==> config.mk <==
export PLATFORM = sky130hd
export DESIGN_NAME = stt_queue
export DESIGN_NICKNAME = d
export VERILOG_FILES = /design/src/rtl/core/stt_pkg.sv /design/src/rtl/core/stt_queue.sv
export SDC_FILE = /design/constraint.sdc
export NUM_CORES = 1
export LEC_CHECK = 0
export BUFFER_PORTS_ARGS = -buffer_cell sky130_fd_sc_hd__buf_2
export CORE_UTILIZATION = 32
export CTS_CLUSTER_DIAMETER = 60
export DETAILED_ROUTE_END_ITERATION = 10
export PLACE_DENSITY = 0.54
export SETUP_SLACK_MARGIN = 0.1
export SYNTH_ARGS = -nofsm -noshare
export SYNTH_HDL_FRONTEND = slang
export SYNTH_SLANG_ARGS = --single-unit
export TNS_END_PERCENT = 30
==> constraint.sdc <==
create_clock -name clk -period 5.6 [get_ports clk]
set_clock_uncertainty 0.05 [all_clocks]
set_input_delay 0.56 -clock clk [delete_from_list [all_inputs] [get_ports clk]]
set_output_delay 0.56 -clock clk [all_outputs]
set_load 0.05 [all_outputs]
==> src/rtl/core/stt_pkg.sv <==
// ----------------------------------------------------------------------------
// Shadow type tag checker package
// Shared types, request and status codes, and tag constants.
// ----------------------------------------------------------------------------
`timescale 1ns / 1ps
`default_nettype none

package stt_pkg;

  localparam int unsigned SHADOW_DEPTH_DEF = 65536;
  localparam int unsigned MAX_LEN_DEF      = 4096;

  // Widths wide enough for the largest shadow depth the block supports.
  localparam int unsigned PA_W  = 24;
  localparam int unsigned N_W   = 25;
  localparam int unsigned SUM_W = 28;

  localparam logic [7:0] TAG_TAIL    = 8'hFE;
  localparam logic [7:0] TAG_UNTYPED = 8'hFF;
  localparam logic [7:0] TAG_UNINIT  = 8'h00;

  typedef enum logic [2:0] {
    REQ_STORE  = 3'd0,
    REQ_INIT   = 3'd1,
    REQ_UNINIT = 3'd2,
    REQ_COPY   = 3'd3,
    REQ_REPL   = 3'd4,
    REQ_CHECK  = 3'd5
  } req_t;

  typedef enum logic [2:0] {
    ST_OK          = 3'd0,
    ST_MISMATCH    = 3'd1,
    ST_MIDOBJ      = 3'd2,
    ST_BADTAIL     = 3'd3,
    ST_ADOPT       = 3'd4,
    ST_ADOPT_TYPED = 3'd5,
    ST_RANGE       = 3'd6
  } status_t;

  typedef enum logic [1:0] {
    CMD_FILL,
    CMD_COPY,
    CMD_CHECK,
    CMD_RANGE
  } cmd_kind_t;

  typedef struct packed {
    cmd_kind_t        kind;
    logic [PA_W-1:0]  dst;
    logic [PA_W-1:0]  src;
    logic [N_W-1:0]   n;
    logic [7:0]       tag_first;
    logic [7:0]       tag_rest;
  } cmd_t;

  typedef struct packed {
    status_t     status;
    logic [7:0]  found;
    logic [11:0] off;
  } result_t;

  typedef enum logic [1:0] {
    F_IDLE,
    F_MUL,
    F_PUSH
  } fstate_t;

  typedef enum logic [2:0] {
    B_CLEAR,
    B_IDLE,
    B_FILL,
    B_RD,
    B_COPY,
    B_CHK,
    B_DONE
  } bstate_t;

endpackage

`default_nettype wire

==> src/rtl/core/stt_queue.sv <==
// ----------------------------------------------------------------------------
// Shadow type tag checker command queue
// Two-entry queue that decouples the front end from the tag engine.
// ----------------------------------------------------------------------------
`timescale 1ns / 1ps
`default_nettype none

module stt_queue (
  input  wire logic           clk,
  input  wire logic           rst_n,
  input  wire logic           push,
  input  wire stt_pkg::cmd_t  push_data,
  output logic                full,
  input  wire logic           pop,
  output logic                empty,
  output stt_pkg::cmd_t       pop_data
);

  stt_pkg::cmd_t entries_r [2];
  logic       wr_ptr_r, wr_ptr_nxt;
  logic       rd_ptr_r, rd_ptr_nxt;
  logic [1:0] count_r, count_nxt;

  assign full     = (count_r == 2'd2);
  assign empty    = (count_r == 2'd0);
  assign pop_data = entries_r[rd_ptr_r];

  always_comb begin
    wr_ptr_nxt = push ? ~wr_ptr_r : wr_ptr_r;
    rd_ptr_nxt = pop ? ~rd_ptr_r : rd_ptr_r;
    count_nxt  = count_r + {1'b0, push} - {1'b0, pop};
  end

  always_ff @(posedge clk) begin
    if (!rst_n) begin
      wr_ptr_r <= 1'b0;
      rd_ptr_r <= 1'b0;
      count_r  <= 2'd0;
    end else begin
      wr_ptr_r <= wr_ptr_nxt;
      rd_ptr_r <= rd_ptr_nxt;
      count_r  <= count_nxt;
    end
  end

  always_ff @(posedge clk) begin
    if (push) begin
      entries_r[wr_ptr_r] <= push_data;
    end
  end

endmodule

`default_nettype wire

# [Word level (Yosys, flattened, before mapping)]
# Memory sizes are Yosys's and may differ from the RTL's. A register that Yosys moved wholly into a read port is not among the register bits.
# Index checks and enable logic that the tools add are counted.
[op_classes] addsub=2 eq_ne=1 muxes=4 bitwise_logic=2 reduce_logical=1
[op_table] cell="1-bit 2-to-1 mux" count=4
[op_table] cell="2-bit by 1-bit adder with 2-bit output" count=1
[op_table] cell="2-bit == test, second input constant" count=1
[op_table] cell="2-bit logical NOT" count=1
[op_table] cell="1-bit NOT" count=2
[op_table] cell="2-bit by 1-bit subtractor with 2-bit output" count=1
[word_totals] ff_bits=4 ramBits=182 output_inout_bits=93 memories=1
[memory_table] memory="entries_r" words=2 width=91 read_ports=1 rd_clocked_by_memory_dff=1 wr=1 line="stt_queue.sv:19" text="stt_pkg::cmd_t entries_r [2];"

# [Logic depth before layout (Yosys ltp)]
# Gate-level depths: netlist (run 1).
[depth] word_depth=3 depth_mapped=6

# [Worst setup path after synthesis (run 1)]
# No wires, ideal clock.
[synth_timing] path_type="input to register" startpoint="input port push" endpoint="memory entries_r[0][0] in the netlist's numbering (enable)" setup_time_ps=553 arrival_ps=4559 required_ps=4997 slack_ps=439 stages=1 n_path_buf=0 cell_sequence="nor2b_1"
[synth_via] elab_chain_cells=2
[synth_lines] item="start, declared" line="stt_queue.sv:11" text="input wire logic push,"
[synth_lines] item="1-bit 2-to-1 mux" line="stt_queue.sv:47" text="if (push) begin"
[synth_lines] item="1-bit 2-to-1 mux (implied by the code)" line="stt_queue.sv:48" text="entries_r[wr_ptr_r] <= push_data;"
[synth_lines] item="end, declared" line="stt_queue.sv:19"
# No other way between the ends.

==> results.ini, run 1 <==
[status]
status = complete, but fails checks
violations = design-rule violations

[yosys]
synthAdderAreaFrac_pct = 0.345
synth_top_area_share_pct = 75.4
synth_nets = 401
synthCells = 304
async_reset_ff_share_pct = 0
synth_compound_area_share_pct = 0.104
synthDistinctLibCells = 14
synth_area_leaders = edfxtp_1 (75%), mux2_4 (19%), buf_12 (2.5%)
netlist_area_sq_mm = 0.00724
synth.avg_cell_area_sq_um = 23.8
ys.flop_type = edfxtp_1
yosysWarnings = 0
synth_top_family_by_area = multiplexers
synth.most_common_cell = edfxtp_1
synth-xor-area-share_pct = 0.432
synth-edff-count = 182
yosys-top-cells-count = edfxtp_1 (182), mux2_4 (90), buf_12 (9)
muxShareOfSynthArea_pct = 18.8
ys_seq_area_share_pct = 76.8
yosys.area.top_type = edfxtp_1
yosys.area_share.simple_pct = 0.743
ys_ff_latch = 187

[layout]
nets = 602
utilization_pct = 40.7
fill_cells = 2014
drive_gt1_share_pct = 61.0
diodes = 0
area_growth_pct = 23.7

[global_route]
track_usage_pct = 11.5
grt_max_degree = 61
grt_first_pass_wirelength_um = 19900
grt_pass1_vias = 3680
antenna_found_initial = 1
grt-ovfl-total = 0

[routing]
drc = 10
drt-initial-drc-count = 120
vias = 3429
drt-pass1-iter-count = 9
ant_nets = 0
totalWireLength_um = 13000
drt-wirelength-per-cell_um = 16.3
vias_per_cell = 4.30

[critical_path]
required_ns = 4.99
slowest_stage = dfxtp_4
cp_max_fo = 47
cp_num_buf_inv = 2
critical_path.endpoint_type = output port
worstPathArrival_ns = 2.61
startpoint_type = flop
crit_path_cell_trace = buf_4 > mux2_4 > buf_2
cpPeakStageDelay_ns = 0.93
path_delay_family = flip-flops
path_class = reg -> out

[timing]
report.final.slew_viol_count = 0
fin_crit_ns = 3.22
grt_setup_unrepaired = false
tns_ns = 0
fin_crit_sh_pct = 57.5
setup_viol = 0
fmaxAchievable_mhz = 311
hold_viol_final = 0
slew_headroom_pct = 39.3
tightest_slew_ns = 0.910

[clocking]
clockBufferDepth = 2
clock_latency_ns = 0.42
clkSlewWorstSetupHoldPaths_ns = 0.07
cts.sinks = 187
cts_root_buf = clkbuf_16
cts_tree = yes
post_cts_buffers = 0
cts_hold_buf = 0
cts_resized = 0
htree_levels = 4
numCtsBuffers = 17

[die]
die_w_um = 152
num_rows = 54
dieArea_sq_mm = 0.0232
coreArea_sq_mm = 0.0220
num_io_pins = 188
die_h_um = 152
initial_core_util_pct = 32.9

[run]
cap_viol_max_count = 0

[place]
hpwl_um = 8400
place.gp.congestion = 0.680
port-buffer-count = 187

[worst_hold_path]
holdCritPathClass = in -> reg

[pwr]
power.leakage_nw = 3.53
power_density_mw_per_mm2 = 377
ir_drop_uv = 191

==> final cells by class <==
cell class / count / area, sq um / share of cell area [%]
clock buffer: 18 / 429 / 4.79
clock inverter: 14 / 139 / 1.55
inverter: 2 / 7.51 / 0.0838
multi-input combinational: 105 / 1490 / 16.6
sequential: 187 / 5570 / 62.2
tap: 280 / 350 / 3.91
timing repair buffer: 192 / 973 / 10.9
==> worst register-to-register path, cell delays in order (launching register included) <==
cell and delay (ns):
dfxtp_1 0.39, and2_4 0.48, buf_4 0.77
==> cells by family after synthesis <==
group,count (synthesis)
DFF,187
muxes,91
buffers and inverters,12
and+or+nand+nor,9
xor gates and xnor gates,2
adders and majority gates,2
AOI/OAI and AO/OA,1
==> through the flow <==
stage	setup WS, ns	total power, mW	std cells	area [sq um]	hold WS, ns
after global placement	2.76	2.26	766	8390	0.509
after CTS	2.25	3.43	798	8960	0.248
after global routing	2.17	3.51	798	8960	0.235
final	2.38	3.38	798	8960	0.276
after floorplan	0.439	2.16	304	7240	0.505
after detailed placement	2.72	2.27	766	8390	0.514
==> worst paths after layout <==
kind / startpoint / slack, ns / endpoint / depth (start not counted)
hold / removal: push_data[50] / 0.28 / entries_r[0][50] / 1
setup reg to reg: wr_ptr_r / 3.50 / entries_r[1][2] / 2
setup / recovery: flop / 2.38 / pop_data[14] / 3
hold reg to reg: rd_ptr_r / 0.52 / flop / 2
==> routing by layer <==
metal	GRT usage, %	up-vias	wire length, um
li1	-	1600	-
met2	19.5	116	6570
met1	13.1	1700	5320
met5	0	-	0
met4	3.75	0	168
met3	4.86	13	949
==> cells in the final DEF (no fill, tap or decap), types with 2 or more instances in the layout <==
| cell | n |
|---|---|
| buf_4 | 5 |
| edfxtp_1 | 182 |
| ha_1 | 2 |
| clkinvlp_4 | 3 |
| clkbuf_16 | 17 |
| buf_2 | 187 |
| clkinv_4 | 3 |
| inv_6 | 2 |
| and2_1 | 3 |
| nor2b_1 | 3 |
| inv_8 | 3 |
| inv_1 | 2 |
| mux2_4 | 90 |
| dfxtp_1 | 4 |
==> flip-flops by register name, summed over array words and instances, names as in the netlist, named ones only <==
| signal | count |
|---|---|
| entries_r | 182 |
| count_r | 2 |
| rd_ptr_r | 1 |
| wr_ptr_r | 1 |
==> where the power goes <==
group | total [mW] | switching (mW) | internal, mW
Combinational | 0.571 | 0.376 | 0.195
Clock | 1.15 | 0.526 | 0.624
Sequential | 1.66 | 0.0377 | 1.62
Note: power is estimated with default switching activity, not from simulation.
==> run 2, diff against run 1 <==
PLACE_DENSITY = 0.56   (was 0.54)
clock period = 2.85 ns   (was 5.6 ns; I/O delays follow)
==> results.ini, run 2 (synthesized netlist as in run 1, its figures left out) <==
[die]
die_w_um = 152
num_io_pins = 188
die_h_um = 152
dieArea_sq_mm = 0.0232
initial_core_util_pct = 32.9
coreArea_sq_mm = 0.0220
num_rows = 54

[status]
status = complete, but fails checks
violations = design-rule violations

[timing]
fin_crit_sh_pct = 84.3
worst_slack_ns = 0.449
grt_setup_unrepaired = false
slew_headroom_pct = 48.6
setup_viol = 0
fin_crit_ns = 2.40
tns_ns = 0
report.final.slew_viol_count = 0
hold_viol_final = 0
fmaxAchievable_mhz = 416
tightest_slew_ns = 0.771

[clocking]
clock_latency_ns = 0.41
post_cts_buffers = 0
cts_tree = yes
cts_resized = 0
clkSlewWorstSetupHoldPaths_ns = 0.06
cts.sinks = 187
cts_root_buf = clkbuf_16
htree_levels = 4
numCtsBuffers = 17
clockBufferDepth = 2
cts_hold_buf = 83

[critical_path]
crit_path_cell_trace = buf_12 > mux2_2 > buf_2
required_ns = 2.52
worstPathArrival_ns = 2.07
cp_max_fo = 38
critical_path.endpoint_type = output port
startpoint_type = flop
slowest_stage = dfxtp_4
path_class = reg -> out
cpPeakStageDelay_ns = 0.67

[global_route]
grt_max_degree = 54
grt-ovfl-total = 0
track_usage_pct = 12.1
grt_pass1_vias = 4165
grt_first_pass_wirelength_um = 21400
antenna_found_initial = 0

[routing]
totalWireLength_um = 13300
vias_per_cell = 4.21
ant_nets = 0
drt-pass1-iter-count = 8
vias = 3711
drt-initial-drc-count = 130
drt-wirelength-per-cell_um = 15.1
drc = 13

[pwr]
power.leakage_nw = 3.89
power_density_mw_per_mm2 = 685
ir_drop_uv = 343

[layout]
reg_top3 = entries_r x182, count_r x2
final_cell_mix = buf_2 (187), edfxtp_1 (182), mux2_4 (90)
drive_gt1_share_pct = 52.5
area_growth_pct = 35.8
largest_reg_flops = 182
nets = 687
top_register = entries_r
utilization_pct = 44.7
fill_cells = 1954
diodes = 0
final_common_cell = buf_2

[worst_hold_path]
holdCritPathClass = in -> reg

[place]
hpwl_um = 8700
port-buffer-count = 187
preCtsSetupSlack_ns = 0.862
place.gp.congestion = 0.689

[run]
cap_viol_max_count = 0

==> run 2: changes by cell type in the layout (fill, tap and decap cells not counted), moves of 2 or more <==
cell	previous run	this run
buf_12	0	3
buf_4	5	3
clkinv_4	3	0
dlygate4sd3_1	0	84
==> run 2: final cells by class <==
class / count / area [sq um] / area share [%]
Multi-Input combinational cell: 105 / 1490 / 15.1
Timing Repair Buffer: 277 / 1860 / 18.9
Sequential cell: 187 / 5570 / 56.6
Inverter: 2 / 7.51 / 0.0763
Clock buffer: 18 / 429 / 4.36
Tap cell: 280 / 350 / 3.56
Clock inverter: 13 / 135 / 1.37
==> run 2: where the power goes <==
part           switching [mW]  total (mW)  internal, mW
logic                   0.770        1.23         0.464
clock network            1.04        2.27          1.23
registers              0.0583        3.24          3.18
==> run 2: per-layer routing <==
metal	global-route usage, %	routed length (um)
met2	20.9	6660
met1	14.2	5710
met3	3.30	738
met5	0	0
met4	4.76	179
==> run 2: worst paths after layout <==
| path | slack, ns | to | start | depth (start not counted) |
|---|---|---|---|---|
| max | 0.45 | pop_data[90] | flop | 3 |
| min | 0.03 | entries_r[0][77] | push_data[77] | 1 |
| max reg2reg | 1.20 | entries_r[1][57] | wr_ptr_r | 2 |
| min reg2reg | 0.53 | rd_ptr_r | rd_ptr_r | 2 |
==> run 2: critical path: cells and delay by family, from the launching register on <==
kind | cells | cell delay [ns]
flops | 1 | 0.67
buf+inv | 2 | 0.55
mux | 1 | 0.37
==> run 2: stage by stage <==
stage	instance area, sq um	hold WS, ns	cells	total power [mW]
after global routing	9840	0.000976	882	7.00
after CTS	9830	0.00102	881	6.84
after detailed placement	8440	0.426	767	4.46
after floorplan	7250	0.334	304	4.23
after global placement	8440	0.422	767	4.44
final	9840	0.0260	882	6.74
