===== src/rtl/core/stt_pkg.sv =====
// ----------------------------------------------------------------------------
// Shadow type tag checker package
// Shared types, request and status codes, and tag constants.
// ----------------------------------------------------------------------------
`timescale 1ns / 1ps
`default_nettype none

package stt_pkg;

  localparam int unsigned SHADOW_DEPTH_DEF = 65536;
  localparam int unsigned MAX_LEN_DEF      = 4096;

  // Widths wide enough for the largest shadow depth the block supports.
  localparam int unsigned PA_W  = 24;
  localparam int unsigned N_W   = 25;
  localparam int unsigned SUM_W = 28;

  localparam logic [7:0] TAG_TAIL    = 8'hFE;
  localparam logic [7:0] TAG_UNTYPED = 8'hFF;
  localparam logic [7:0] TAG_UNINIT  = 8'h00;

  typedef enum logic [2:0] {
    REQ_STORE  = 3'd0,
    REQ_INIT   = 3'd1,
    REQ_UNINIT = 3'd2,
    REQ_COPY   = 3'd3,
    REQ_REPL   = 3'd4,
    REQ_CHECK  = 3'd5
  } req_t;

  typedef enum logic [2:0] {
    ST_OK          = 3'd0,
    ST_MISMATCH    = 3'd1,
    ST_MIDOBJ      = 3'd2,
    ST_BADTAIL     = 3'd3,
    ST_ADOPT       = 3'd4,
    ST_ADOPT_TYPED = 3'd5,
    ST_RANGE       = 3'd6
  } status_t;

  typedef enum logic [1:0] {
    CMD_FILL,
    CMD_COPY,
    CMD_CHECK,
    CMD_RANGE
  } cmd_kind_t;

  typedef struct packed {
    cmd_kind_t        kind;
    logic [PA_W-1:0]  dst;
    logic [PA_W-1:0]  src;
    logic [N_W-1:0]   n;
    logic [7:0]       tag_first;
    logic [7:0]       tag_rest;
  } cmd_t;

  typedef struct packed {
    status_t     status;
    logic [7:0]  found;
    logic [11:0] off;
  } result_t;

  typedef enum logic [1:0] {
    F_IDLE,
    F_MUL,
    F_PUSH
  } fstate_t;

  typedef enum logic [2:0] {
    B_CLEAR,
    B_IDLE,
    B_FILL,
    B_RD,
    B_COPY,
    B_CHK,
    B_DONE
  } bstate_t;

endpackage

`default_nettype wire


===== src/rtl/core/stt_front.sv =====
// ----------------------------------------------------------------------------
// Shadow type tag checker front end
// Takes requests, checks their ranges and turns them into engine commands.
// ----------------------------------------------------------------------------
`timescale 1ns / 1ps
`default_nettype none

module stt_front #(
  parameter int unsigned SHADOW_DEPTH = stt_pkg::SHADOW_DEPTH_DEF,
  parameter int unsigned MAX_LEN      = stt_pkg::MAX_LEN_DEF
) (
  input  wire logic          clk,
  input  wire logic          rst_n,
  input  wire logic          in_valid,
  output logic               in_stall,
  input  wire logic [2:0]    in_req_type,
  input  wire logic [15:0]   in_address,
  input  wire logic [15:0]   in_source_address,
  input  wire logic [12:0]   in_length,
  input  wire logic [12:0]   in_rep_count,
  input  wire logic [7:0]    in_type_tag,
  input  wire logic          clearing,
  output logic               q_push,
  output stt_pkg::cmd_t      q_cmd,
  input  wire logic          q_full
);

  localparam int unsigned SW = stt_pkg::SUM_W;
  localparam logic [SW-1:0] DEPTH_W = SW'(SHADOW_DEPTH);
  localparam logic [SW-1:0] MAXL_W  = SW'(MAX_LEN);

  stt_pkg::fstate_t state_r, state_nxt;
  logic [2:0]  req_r;
  logic [15:0] addr_r, src_r;
  logic [12:0] len_r, cnt_r;
  logic [7:0]  tag_r;
  logic [25:0] prod_r;

  logic [SW-1:0] len_w, cnt_w, addr_w, src_w, prod_w;
  logic          len_bad, cnt_bad, dst_ovf, src_ovf, rep_ovf, bad;
  logic          accept;

  assign accept = in_valid && !in_stall;

  always_comb begin
    state_nxt = state_r;
    case (state_r)
      stt_pkg::F_IDLE: if (accept) state_nxt = stt_pkg::F_MUL;
      stt_pkg::F_MUL:  state_nxt = stt_pkg::F_PUSH;
      stt_pkg::F_PUSH: if (!q_full) state_nxt = stt_pkg::F_IDLE;
      default:         state_nxt = stt_pkg::F_IDLE;
    endcase
  end

  always_comb begin
    in_stall = 1'b1;
    q_push   = 1'b0;
    case (state_r)
      stt_pkg::F_IDLE: in_stall = clearing;
      stt_pkg::F_PUSH: q_push = !q_full;
      default: begin
        in_stall = 1'b1;
        q_push   = 1'b0;
      end
    endcase
  end

  always_ff @(posedge clk) begin
    if (!rst_n) begin
      state_r <= stt_pkg::F_IDLE;
    end else begin
      state_r <= state_nxt;
    end
  end

  always_ff @(posedge clk) begin
    if (accept) begin
      req_r  <= in_req_type;
      addr_r <= in_address;
      src_r  <= in_source_address;
      len_r  <= in_length;
      cnt_r  <= in_rep_count;
      tag_r  <= in_type_tag;
    end
    if (state_r == stt_pkg::F_MUL) begin
      prod_r <= len_r * cnt_r;
    end
  end

  // Range checks on the registered request and product.
  always_comb begin
    len_w   = SW'(len_r);
    cnt_w   = SW'(cnt_r);
    addr_w  = SW'(addr_r);
    src_w   = SW'(src_r);
    prod_w  = SW'(prod_r);
    len_bad = (len_r == 13'd0) || (len_w > MAXL_W);
    cnt_bad = (cnt_r == 13'd0) || (cnt_w > MAXL_W);
    dst_ovf = (addr_w + len_w) > DEPTH_W;
    src_ovf = (src_w + len_w) > DEPTH_W;
    rep_ovf = (addr_w + prod_w) > DEPTH_W;
  end

  always_comb begin
    bad             = len_bad || dst_ovf;
    q_cmd.kind      = stt_pkg::CMD_FILL;
    q_cmd.dst       = stt_pkg::PA_W'(addr_r);
    q_cmd.src       = stt_pkg::PA_W'(src_r);
    q_cmd.n         = stt_pkg::N_W'(len_r);
    q_cmd.tag_first = tag_r;
    q_cmd.tag_rest  = stt_pkg::TAG_TAIL;
    case (stt_pkg::req_t'(req_r))
      stt_pkg::REQ_STORE: begin
        q_cmd.kind = stt_pkg::CMD_FILL;
      end
      stt_pkg::REQ_INIT: begin
        q_cmd.tag_first = stt_pkg::TAG_UNTYPED;
        q_cmd.tag_rest  = stt_pkg::TAG_UNTYPED;
      end
      stt_pkg::REQ_UNINIT: begin
        q_cmd.tag_first = stt_pkg::TAG_UNINIT;
        q_cmd.tag_rest  = stt_pkg::TAG_UNINIT;
      end
      stt_pkg::REQ_COPY: begin
        q_cmd.kind = stt_pkg::CMD_COPY;
        bad        = len_bad || dst_ovf || src_ovf;
      end
      stt_pkg::REQ_REPL: begin
        // Replication is a forward copy from the first element onto the rest.
        q_cmd.kind = stt_pkg::CMD_COPY;
        q_cmd.src  = stt_pkg::PA_W'(addr_r);
        q_cmd.dst  = stt_pkg::PA_W'(addr_w + len_w);
        q_cmd.n    = stt_pkg::N_W'(prod_w - len_w);
        bad        = len_bad || dst_ovf || cnt_bad || rep_ovf;
      end
      stt_pkg::REQ_CHECK: begin
        q_cmd.kind = stt_pkg::CMD_CHECK;
      end
      default: begin
        bad = 1'b1;
      end
    endcase
    if (bad) begin
      q_cmd.kind = stt_pkg::CMD_RANGE;
    end
  end

endmodule

`default_nettype wire


===== config.mk =====
export PLATFORM = sky130hd
export DESIGN_NAME = stt_front
export DESIGN_NICKNAME = d
export VERILOG_FILES = /design/src/rtl/core/stt_pkg.sv /design/src/rtl/core/stt_front.sv
export SDC_FILE = /design/constraint.sdc
export NUM_CORES = 1
export LEC_CHECK = 0
export ABC_AREA = 1
export BUFFER_PORTS_ARGS = -buffer_cell sky130_fd_sc_hd__buf_2
export CORE_UTILIZATION = 60
export CTS_CLUSTER_DIAMETER = 120
export CTS_CLUSTER_SIZE = 12
export DETAILED_ROUTE_END_ITERATION = 16
export GPL_TIMING_DRIVEN = 0
export PLACE_DENSITY = 0.9
export SLEW_MARGIN = 20
export SYNTH_ARGS = -nofsm -noshare
export SYNTH_HDL_FRONTEND = slang
export SYNTH_SLANG_ARGS = --single-unit

===== constraint.sdc =====
create_clock -name clk -period 6.5 [get_ports clk]
set_input_delay 1.625 -clock clk [delete_from_list [all_inputs] [get_ports clk]]
set_output_delay 1.625 -clock clk [all_outputs]
set_load 0.02 [all_outputs]

* Word-level counts from Yosys, hierarchy flattened
Index checks and enable logic that the tools add are counted.
** Operators by class
- $add $sub $neg :: 4
- Multiply operators :: 1
- Order comparisons :: 5
- Eq/ne operators :: 9
- Multiplexer cells :: 10
- Reductions and logical operators :: 16
** Operators with widths (number)
- $mux 66 :: 1
- $add 16x13->17 :: 2
- $pmux 16 s2 :: 1
- $gt 28x17->1 const B :: 1
- $add 16x26->27 :: 1
- $gt 27x17->1 const B :: 1
- $gt 13x13->1 const B :: 2
- $logic_not 13->1 :: 2
- $mul 13x13->26 :: 1
- $sub 25x13->25 :: 1
- $gt 17x17->1 const B :: 1
- $eq 3x2->1 const B :: 2
- $eq 3x3->1 const B :: 2
- $logic_or 1x1->1 :: 6
- $mux 2 :: 3
- $pmux 2 s3 :: 1
- $ne 2x2->1 const B :: 2
- $pmux 2 s2 :: 1
- $reduce_or 4->1 :: 1
- $eq 3x1->1 const B :: 1
- $logic_not 3->1 :: 1
- $pmux 1 s3 :: 1
- $eq 2x1->1 const B :: 1
- $eq 2x2->1 const B :: 1
- 6 further kinds :: 8
** Storage, ports and cells
- Register bits :: 97
- Input port bits :: 74
- Word-level logic and storage cells :: 53

* Depth between registers and ports, before layout
Gate-level depths: netlist of the first run.
- Word-level depth :: 7
- Mapped depth :: 24
- Gate-level depth less buffers :: 23

* Least setup slack after synthesis of the first run
Ideal clock, no wire load.
- Path type :: input -> register
- Start point :: input port clearing
- End point :: register addr_r[0], enable pin
- Arrival :: 4.896 ns
- Setup slack :: 1.107 ns
- Cell stages on the path :: 2
- Path buffers :: 0
- Path through :: nand3b_1 -> nor2_1
** On the way
- Word-level cells in the longest chain between the ends :: 3
** Ends and longest elaborated chain
- from (decl) :: line stt_front.sv:22 : input wire logic clearing,
- $mux 1 :: line stt_front.sv:58 : case (state_r)
- $logic_not 1->1 :: line stt_front.sv:43 : assign accept = in_valid && !in_stall;
- $logic_and 1x1->1 :: line stt_front.sv:43
- via accept :: line stt_front.sv:41 : logic accept;
- to (signal assigned) :: line stt_front.sv:79 : addr_r <= in_address;
- to (decl) :: line stt_front.sv:34 : logic [15:0] addr_r, src_r;
The timed path passes the listed nets, and every way through them passes these cells.
A chain may end at the register's enable or synchronous reset.

* Worst setup path in the final report of the first run
- Start point :: register len_r[5]
- End point :: register prod_r[20], data pin
** On the way
- Word-level cells in the longest chain between the ends :: 1
** Ends and longest elaborated chain
- from (decl) :: line stt_front.sv:35 : logic [12:0] len_r, cnt_r;
- from (signal assigned) :: line stt_front.sv:81 : len_r <= in_length;
- $mul 13x13->26 :: line stt_front.sv:86 : prod_r <= len_r * cnt_r;
- to (signal assigned) :: line stt_front.sv:86
- to (decl) :: line stt_front.sv:37 : logic [25:0] prod_r;
No other way between the ends.

==> results of run 1 <==
[worst max path at each step]
stage | start | end | slack (ns) | cells after the start
after global routing | len_r[1] | prod_r[20] | 0.17 | 20
after CTS | len_r[4] | prod_r[20] | 0.41 | 18
after global placement | clearing | len_r[8] | -0.34 | 3
after detailed placement | len_r[4] | prod_r[20] | 0.45 | 18
final | len_r[5] | prod_r[20] | 0.32 | 18
after floorplan | clearing | addr_r[0] | 1.11 | 2
[placed cells by master (no fill, tap or decap), types with 3 or more instances in the layout]
master / n
nor3_1: 15
o21bai_1: 3
xnor2_1: 17
o21a_1: 4
clkinvlp_4: 3
o21ai_0: 54
nand3b_1: 9
fa_1: 125
nor2_4: 3
conb_1: 15
clkbuf_1: 37
ha_1: 126
nand2_1: 617
nor2_2: 3
inv_2: 4
and3_1: 3
nand2_2: 14
buf_2: 153
o211ai_1: 3
nor2_1: 121
edfxtp_1: 95
nand3_2: 4
xor2_1: 26
nor3_2: 4
o21ai_2: 3
nor4_1: 3
inv_1: 436
a31oi_1: 8
nand4_1: 30
buf_4: 22
clkbuf_16: 9
a21oi_1: 63
nand3_1: 89
[report_power, final]
part | switching (W) | internal (W)
sequential | 0.000105 | 0.000864
combinational | 0.00195 | 0.00110
clock | 0.000279 | 0.000266
[flip-flops by register name, indices dropped and copies added, names as in the netlist]
signal,flops
state_r,2
prod_r,26
req_r,3
cnt_r,13
tag_r,8
len_r,13
addr_r,16
src_r,16
[final cells by class]
class	count	area, sq um
clock inverters	6	51.3
well taps	285	357
repair buffers	153	796
clock buffers	10	229
inverters	441	1660
fillers	1888	7270
multi-input cells	1375	9150
plain buffers	60	310
flip-flops and latches	97	2890
[critical path, stage by stage, from the launching register on]
cell	delay, ns
edfxtp_1	0.68
clkbuf_1	0.59
nand2_1	0.21
fa_1	0.63
fa_1	0.46
fa_1	0.50
inv_1	0.06
fa_1	0.58
inv_1	0.07
fa_1	0.53
inv_1	0.04
ha_1	0.35
a21oi_1	0.31
o211ai_1	0.17
a31oi_1	0.30
o21bai_1	0.14
nand2_1	0.08
nand2_1	0.06
xor2_1	0.15
[per-stage QoR]
stage / cell area, sq um / setup WS [ns] / hold WS, ns
after detailed placement: 15200 / 0.452 / 0.522
final: 15400 / 0.322 / 0.531
after global placement: 15100 / -0.335 / 0.483
after global routing: 15400 / 0.166 / 0.563
after CTS: 15400 / 0.412 / 0.533
after floorplan: 14000 / 1.11 / 0.471
[cells by family after synthesis]
family | count (synthesis) | share of synthesized area, %
AOI/OAI and AO/OA | 147 | 5.77
xor gates and xnor gates | 43 | 2.70
adders and majority gates | 251 | 29.3
buffers and inverters | 501 | 14.1
DFF | 97 | 20.8
other | 1 | 0.0269
and+or+nand+nor | 919 | 27.4
[routing by layer]
metal  share of wire (%)  vias to the layer above  GRT usage, %  wire length [um]
li1                    -                     6343             -                 -
met5               0.031                        -             0                13
met2                  45                      795          60.4             19200
met4                 6.1                        2          19.7              2580
met3                 9.9                      198          6.30              4190
met1                  39                     6153          45.7             16300
==> flow_summary.toml, run 1 <==
[synthesis]
synth_top_area_cell = "edfxtp_1"
synth_edf_count = 95
ys_seq_area_share_pct = 20.8
syn_avg_cell_area_sq_um = 7.11
synthesis.area_sq_um = 13900
synth.distinct_cells = 43
yosysWarnings = 0
ys_ff_latch = 97
synthDominantCellAreaShare_pct = 20.5
synthTopCellsByArea = "edfxtp_1, fa_1, nand2_1"
syn_inst = 1959
synth_flop_cell = "edfxtp_1"
async_flop_share_pct = 0
yosys-top-cells-count = "nand2_1, inv_1, ha_1"
synth_most_common_cell = "nand2_1"

[worst_setup_path]
r2r_start = "len_r[5]"
crit_fanout = 10
worst_setup_path_end_kind = "flop"
ff2ff_path_depth = 18
worstSetupStartpointType = "flop"
required_ns = 6.61
critPathKind = "flop to flop"
cp.arrival_ns = 6.29
r2r_end = "prod_r[20]"
rrSetupSlack_ns = 0.32

[power]
p_leak_nw = 8.73
powerDensity_nw_per_um2 = 296
irDropWorstVdd_v = 0.000515
total_power_w = 0.00457

[min_path]
hold_end = "state_r[1]"
worstHoldPathCells = 2
hold_start = "state_r[1]"
min_path_type = "flop to flop"

[global_route]
grt_pass1_wl_mm = 66.7
grt_max_degree = 30
antenna_found_initial = 1
grt_usage_pct = 36.5
grt_pass1_vias = 13200
grt_overflow_total = 0

[sta]
finalSetupViolations = 0
fin_setup_tns_ns = 0
slew_headroom_pct = 49.6
hold_violations = 0
period_needed_ns = 6.18
tightest_slew_ns = 0.757
grt_setup_unrepaired = "no"
max_freq_mhz = 162
slew_violations = 0
skew_ns = 0.0112
finalCritPeriodShare_pct = 95.0

[floorplanning]
dieHeight_um = 154
num_rows = 55
initial_core_util_pct = 61.4
die_x_um = 154
boundaryPins = 167
die_area_sq_um = 23800
core_area_sq_um = 22700

[detailed_routing]
drtAntennaViolNets = 0
wl_per_cell_um = 17.4
routed_via_density = 5.56
drc_errors = 0
wl_mm = 42.3
drtIter0Drc = 1287
first_pass_iters = 6
num_vias = 13500

[clock_network]
cts_tree = "built"
clk_pin_slew_ns = 0.07
htreeDepth = 3
clock_latency_ns = 0.37
post_cts_buffers = 0
clockRootBuffer = "clkbuf_16"
clk_path_buf_depth = 2
hold_buffers = 0
numCtsBuffers = 9
cts_sinks = 97
post_cts_resized = 0

[job]
cap_violations = 0

[place]
post-dp-hpwl_mm = 33.8
placement.io_buffers = 151
place_congestion = 0.991
dp_cells = 2411

[final_layout]
synthToLayoutAreaGrowth_pct = 10.8
nets = 2462
n_antenna_cell = 0
final_cells = 2427
post-route-util_pct = 68.0
drive_gt1_share_pct = 10.7

[run_status]
status = "completed"
(Power assumes the default switching activity.)
==> inputs of run 2 (changes only) <==
Settings changed: CORE_MARGIN from default to 10.
Clock period 6.5 ns to 5.74 ns, I/O delays scaled along.
==> run 2 against run 1 <==
Clock power grew 23%. Largest cell class unchanged. Critical path type unchanged. Sequential cell count did not move. Worst setup slack worse by 0.12 ns. Core utilization increased by 1.5 points. Maximum frequency up 12%. Via count is 0.99% higher. Sequential share of layout area fell by 0.47 points. Largest power group unchanged. Critical endpoint is now prod_r[25].
==> flow_summary.toml, run 2 (synthesized netlist as in run 1, its figures left out) <==
[sta]
holdWs_ns = 0.536
period_needed_ns = 5.53
tightest_slew_ns = 0.823
max_freq_mhz = 181
finalSetupViolations = 0
finalCritPeriodShare_pct = 96.4
slew_headroom_pct = 45.1
hold_violations = 0
slew_violations = 0
skew_ns = 0.0138

[detailed_routing]
num_vias = 13600
wl_per_cell_um = 17.9
routed_via_density = 5.49
drc_errors = 0
drtAntennaViolNets = 0
wl_mm = 44.5
first_pass_iters = 6
drtIter0Drc = 1479

[clock_network]
clock_latency_ns = 0.39
cts_tree = "built"
clk_pin_slew_ns = 0.08
clk_path_buf_depth = 2
numCtsBuffers = 9
hold_buffers = 0
clockRootBuffer = "clkbuf_16"
cts_sinks = 97
htreeDepth = 3

[place]
place_congestion = 0.997
placement.io_buffers = 151
dp_cells = 2439
post-dp-hpwl_mm = 34.8

[worst_setup_path]
critPathKind = "flop to flop"
critPathSlowestCell = "fa_1"
cp.arrival_ns = 5.65
slowest_delay_ns = 0.56
crit_fanout = 10
path_delay_family = "adder cells"
cp_common_cell = "fa_1"
required_ns = 5.86
worstSetupStartpointType = "flop"
critPathBufInv = 4
cp_cell_sequence = "clkbuf_1 -> nand2_1 -> fa_1 -> inv_1 -> fa_1 -> fa_1 -> fa_1 -> inv_1 -> fa_1 -> inv_1 -> ha_1 -> a21oi_1 -> o21ai_0 -> a21oi_1 -> nand3_1 -> nand4_1 -> nand3_1 -> xor2_1"
worst_setup_path_end_kind = "flop"

[final_layout]
mostFrequentLayoutCells = "nand2_1, inv_1, buf_2, ha_1, fa_1"
largest_reg_flops = 26
final_cells = 2480
layout_commonest_cell = "nand2_1"
drive_gt1_share_pct = 13.3
top_regs = "prod_r: 26 flops, addr_r: 16 flops, src_r: 16 flops"
top_register = "prod_r"
n_antenna_cell = 0
synthToLayoutAreaGrowth_pct = 13.6
nets = 2487

[power]
power.share.combinational_pct = 66.7
clkPwrFrac_pct = 12.8
powerDensity_nw_per_um2 = 334
p_sw_w = 0.00271
internal_power_w = 0.00258
p_seq_share_pct = 20.5
irDropWorstVdd_v = 0.000515
p_leak_nw = 8.97
switching_share_pct = 51.2

[floorplanning]
boundaryPins = 167
die_area_sq_um = 29700
core_area_sq_um = 22800
initial_core_util_pct = 61.2
dieHeight_um = 172
num_rows = 55
die_x_um = 172

[global_route]
grt_overflow_total = 0
grt_usage_pct = 30.4
grt_max_degree = 32
grt_pass1_wl_mm = 69.9
grt_pass1_vias = 13600
antenna_found_initial = 0

[job]
cap_violations = 0

[run_status]
status = "completed"

[min_path]
min_path_type = "flop to flop"
run 2: cell types whose count changed in the layout (fill, tap and decap cells not counted), sizes merged:
cell | previous run | this run
buf | 177 | 211
inv | 443 | 444
clkinv | 1 | 4
clkinvlp | 3 | 0
clkbuf | 46 | 36
run 2: repair_timing:
action | 4_1_cts | 5_1_grt
resized for setup | 19 | 55
endpoints found under the setup margin | 12 | 10
pin swaps | 0 | 1
setup buffers | 10 | 18
run 2: tightest hold or removal path, cell delays in order, from the launching register on:
cell and delay [ns]:
dfxtp_1 0.35, nand3_1 0.09, a21oi_1 0.06
run 2: final timing paths:
| path | endpoint | from | slack (ns) | depth (start not counted) |
|---|---|---|---|---|
| min | state_r[1] | state_r[1] | 0.54 | 2 |
| max reg2reg | prod_r[25] | len_r[12] | 0.21 | 18 |
| min reg2reg | state_r[1] | state_r[1] | 0.54 | 2 |
| max | prod_r[25] | len_r[12] | 0.21 | 18 |
run 2: stage by stage:
| step | TNS (ns) | utilization [%] | total power [W] | instance area (sq um) | setup slack (ns) |
|---|---|---|---|---|---|
| 3_3_place_gp | -61.47 | 66.4 | 0.00438 | 15100 | -0.888 |
| 5_1_grt | -0.0136 | 69.5 | 0.00576 | 15800 | -0.0136 |
| 4_1_cts | 0 | 68.6 | 0.00516 | 15600 | 0.0244 |
| 3_5_place_dp | -1.91 | 66.7 | 0.00446 | 15200 | -0.396 |
| 6_report | 0 | 69.5 | 0.00528 | 15800 | 0.207 |
| 2_1_floorplan | 0 | - | 0.00351 | 14000 | 0.537 |
run 2: power groups by stage:
stage | logic (W) | clock network, W | registers, W
floorplan | 0.00247 | 0 | 0.00104
global placement | 0.00328 | 0 | 0.00111
detailed placement | 0.00336 | 0 | 0.00110
CTS | 0.00340 | 0.000675 | 0.00108
global route | 0.00397 | 0.000701 | 0.00109
finish | 0.00353 | 0.000674 | 0.00108
run 2: cell type report:
class / count / area (sq um)
Clock inverter: 7 / 96.3
Timing Repair Buffer: 181 / 1010
Tap cell: 313 / 392
Fill cell: 1806 / 6950
Buffer: 57 / 378
Multi-Input combinational cell: 1375 / 9180
Clock buffer: 9 / 225
Sequential cell: 97 / 2890
Inverter: 441 / 1660
run 2: metal layers:
layer  wire length (um)  vias to the layer above  GRT usage, %
met1              16100                     6238          35.7
met4               2940                        0          18.5
li1                   -                     6393             -
met2              20400                      788          49.3
met3               5030                      205          7.73
met5                  0                        -             0
==> inputs of run 3 (changes only) <==
--- a/config.mk
+++ b/config.mk
@@ -15,3 +15,3 @@
 export GPL_TIMING_DRIVEN = 0
-export PLACE_DENSITY = 0.9
+export PLACE_DENSITY = 0.82
 export SLEW_MARGIN = 20
--- a/constraint.sdc
+++ b/constraint.sdc
@@ -3,2 +3,2 @@
 set_output_delay 1.435 -clock clk [all_outputs]
-set_load 0.02 [all_outputs]
+set_load 0.01 [all_outputs]
==> run 3 against run 2 <==
Worst setup slack worse by 0.031 ns. Sequential power hardly changed. Worst hold slack better by 0.019 ns. Via count is 1.9% lower. Largest cell class unchanged.
==> flow_summary.toml, run 3 (synthesized netlist as in run 1, its figures left out) <==
[place]
place_congestion = 1.00
pre_cts_ws_ns = -0.361
post-dp-hpwl_mm = 35.3
placement.io_buffers = 151
dp_cells = 2439

[floorplanning]
dieHeight_um = 172
boundaryPins = 167
num_rows = 55
initial_core_util_pct = 61.2
die_x_um = 172
core_area_sq_um = 22800
die_area_sq_um = 29700

[detailed_routing]
wl_per_cell_um = 17.5
drc_errors = 0
drtAntennaViolNets = 0
wl_mm = 43.5
first_pass_iters = 6
drtIter0Drc = 1114
routed_via_density = 5.38
num_vias = 13400

[power]
powerDensity_nw_per_um2 = 335
p_seq_share_pct = 20.3
p_leak_nw = 8.98
p_sw_w = 0.00259
clkPwrFrac_pct = 13.5
irDropWorstVdd_v = 0.00109
internal_power_w = 0.00272
power.share.combinational_pct = 66.2
switching_share_pct = 48.8

[global_route]
grt_usage_pct = 29.5
grt_overflow_total = 0
antenna_found_initial = 1
grt_max_degree = 31
grt_pass1_vias = 13200
grt_pass1_wl_mm = 67.7

[sta]
skew_ns = 0.0188
period_needed_ns = 5.56
hold_violations = 0
fin_ws_ns = 0.176
fin_setup_tns_ns = 0
slew_violations = 0
max_freq_mhz = 180
holdWs_ns = 0.555
finalSetupViolations = 0
slew_headroom_pct = 43.8
finalCritPeriodShare_pct = 96.9
grt_setup_unrepaired = "no"
tightest_slew_ns = 0.844

[final_layout]
final_cells = 2483
post-route-util_pct = 69.5
synthToLayoutAreaGrowth_pct = 13.5
area.sequential_sq_um = 2890
largest_reg_flops = 26
multiInputGateArea_sq_um = 9160
top_regs = "prod_r: 26 flops, addr_r: 16 flops, src_r: 16 flops"
nets = 2490
layout_commonest_cell = "nand2_1"
mostFrequentLayoutCells = "nand2_1, inv_1, buf_2, ha_1, fa_1"
top_register = "prod_r"
n_antenna_cell = 0
drive_gt1_share_pct = 13.2
fillers = 1898

[worst_setup_path]
cp.arrival_ns = 5.67
worst_setup_path_end_kind = "flop"
required_ns = 5.84
worstSetupStartpointType = "flop"
crit_fanout = 10
critPathKind = "flop to flop"

[clock_network]
clk_pin_slew_ns = 0.07
clk_path_buf_depth = 2
cts_tree = "built"
htreeDepth = 3
hold_buffers = 0
clock_latency_ns = 0.37
numCtsBuffers = 9
clockRootBuffer = "clkbuf_16"
cts_sinks = 97

[run_status]
status = "completed"

[job]
cap_violations = 0

[min_path]
min_path_type = "flop to flop"
run 3: cell count changes in the layout (fill, tap and decap cells not counted), sizes merged:
cell,change
inv,-4
bufinv,+3
clkbuf,+3
buf,+2
clkinv,-1
run 3: worst paths after layout:
path	start	end	slack (ns)	cells after the start
max	len_r[10]	prod_r[23]	0.18	17
min	state_r[1]	state_r[1]	0.55	2
max reg2reg	len_r[10]	prod_r[23]	0.18	17
min reg2reg	state_r[1]	state_r[1]	0.55	2
run 3: power groups by stage:
stage                     Combinational, W  Clock [W]  Sequential (W)
final                              0.00351   0.000718         0.00108
after global routing               0.00396   0.000748         0.00108
after CTS                          0.00343   0.000723         0.00107
after detailed placement           0.00339          0         0.00110
after global placement             0.00333          0         0.00110
after floorplan                    0.00244          0         0.00104
run 3: worst max-delay path, cell delays in order, from the launching register on:
cell,delay (ns)
edfxtp_1,0.47
clkbuf_2,0.32
nand2_1,0.12
fa_1,0.52
fa_1,0.52
inv_1,0.05
fa_1,0.51
fa_1,0.55
inv_1,0.05
fa_1,0.61
inv_1,0.06
ha_1,0.40
nand2_1,0.14
nor4_2,0.33
nand4_1,0.13
nand3_1,0.21
a31oi_1,0.13
xor2_1,0.16
run 3: area by class of cell:
cell class,instances,area share (%)
clock inverter,5,0.656
timing repair buffer,186,6.59
multi-input combinational,1375,57.9
clock buffer,11,1.53
tap,313,2.47
sequential,97,18.3
buffer,55,2.11
inverter,441,10.5
run 3: repair_timing:
item / CTS / global route
resized for setup: 17 / 26
endpoints found under the setup margin: 9 / 9
pin swaps: 0 / 0
gates cloned: 0 / 0
setup buffers: 11 / 22
run 3: metal layers:
metal	global-route usage [%]	vias to the layer above	share of wire (%)
met5	0	-	0.034
met4	13.0	2	4.7
met3	5.79	147	11
met2	50.0	684	47
met1	35.8	6123	38
li1	-	6403	-
run 3: stage by stage:
| step | total power [W] | cell area [sq um] |
|---|---|---|
| global route | 0.00579 | 15800 |
| global placement | 0.00443 | 15100 |
| CTS | 0.00522 | 15600 |
| detailed placement | 0.00448 | 15200 |
| floorplan | 0.00348 | 14000 |
| finish | 0.00531 | 15800 |
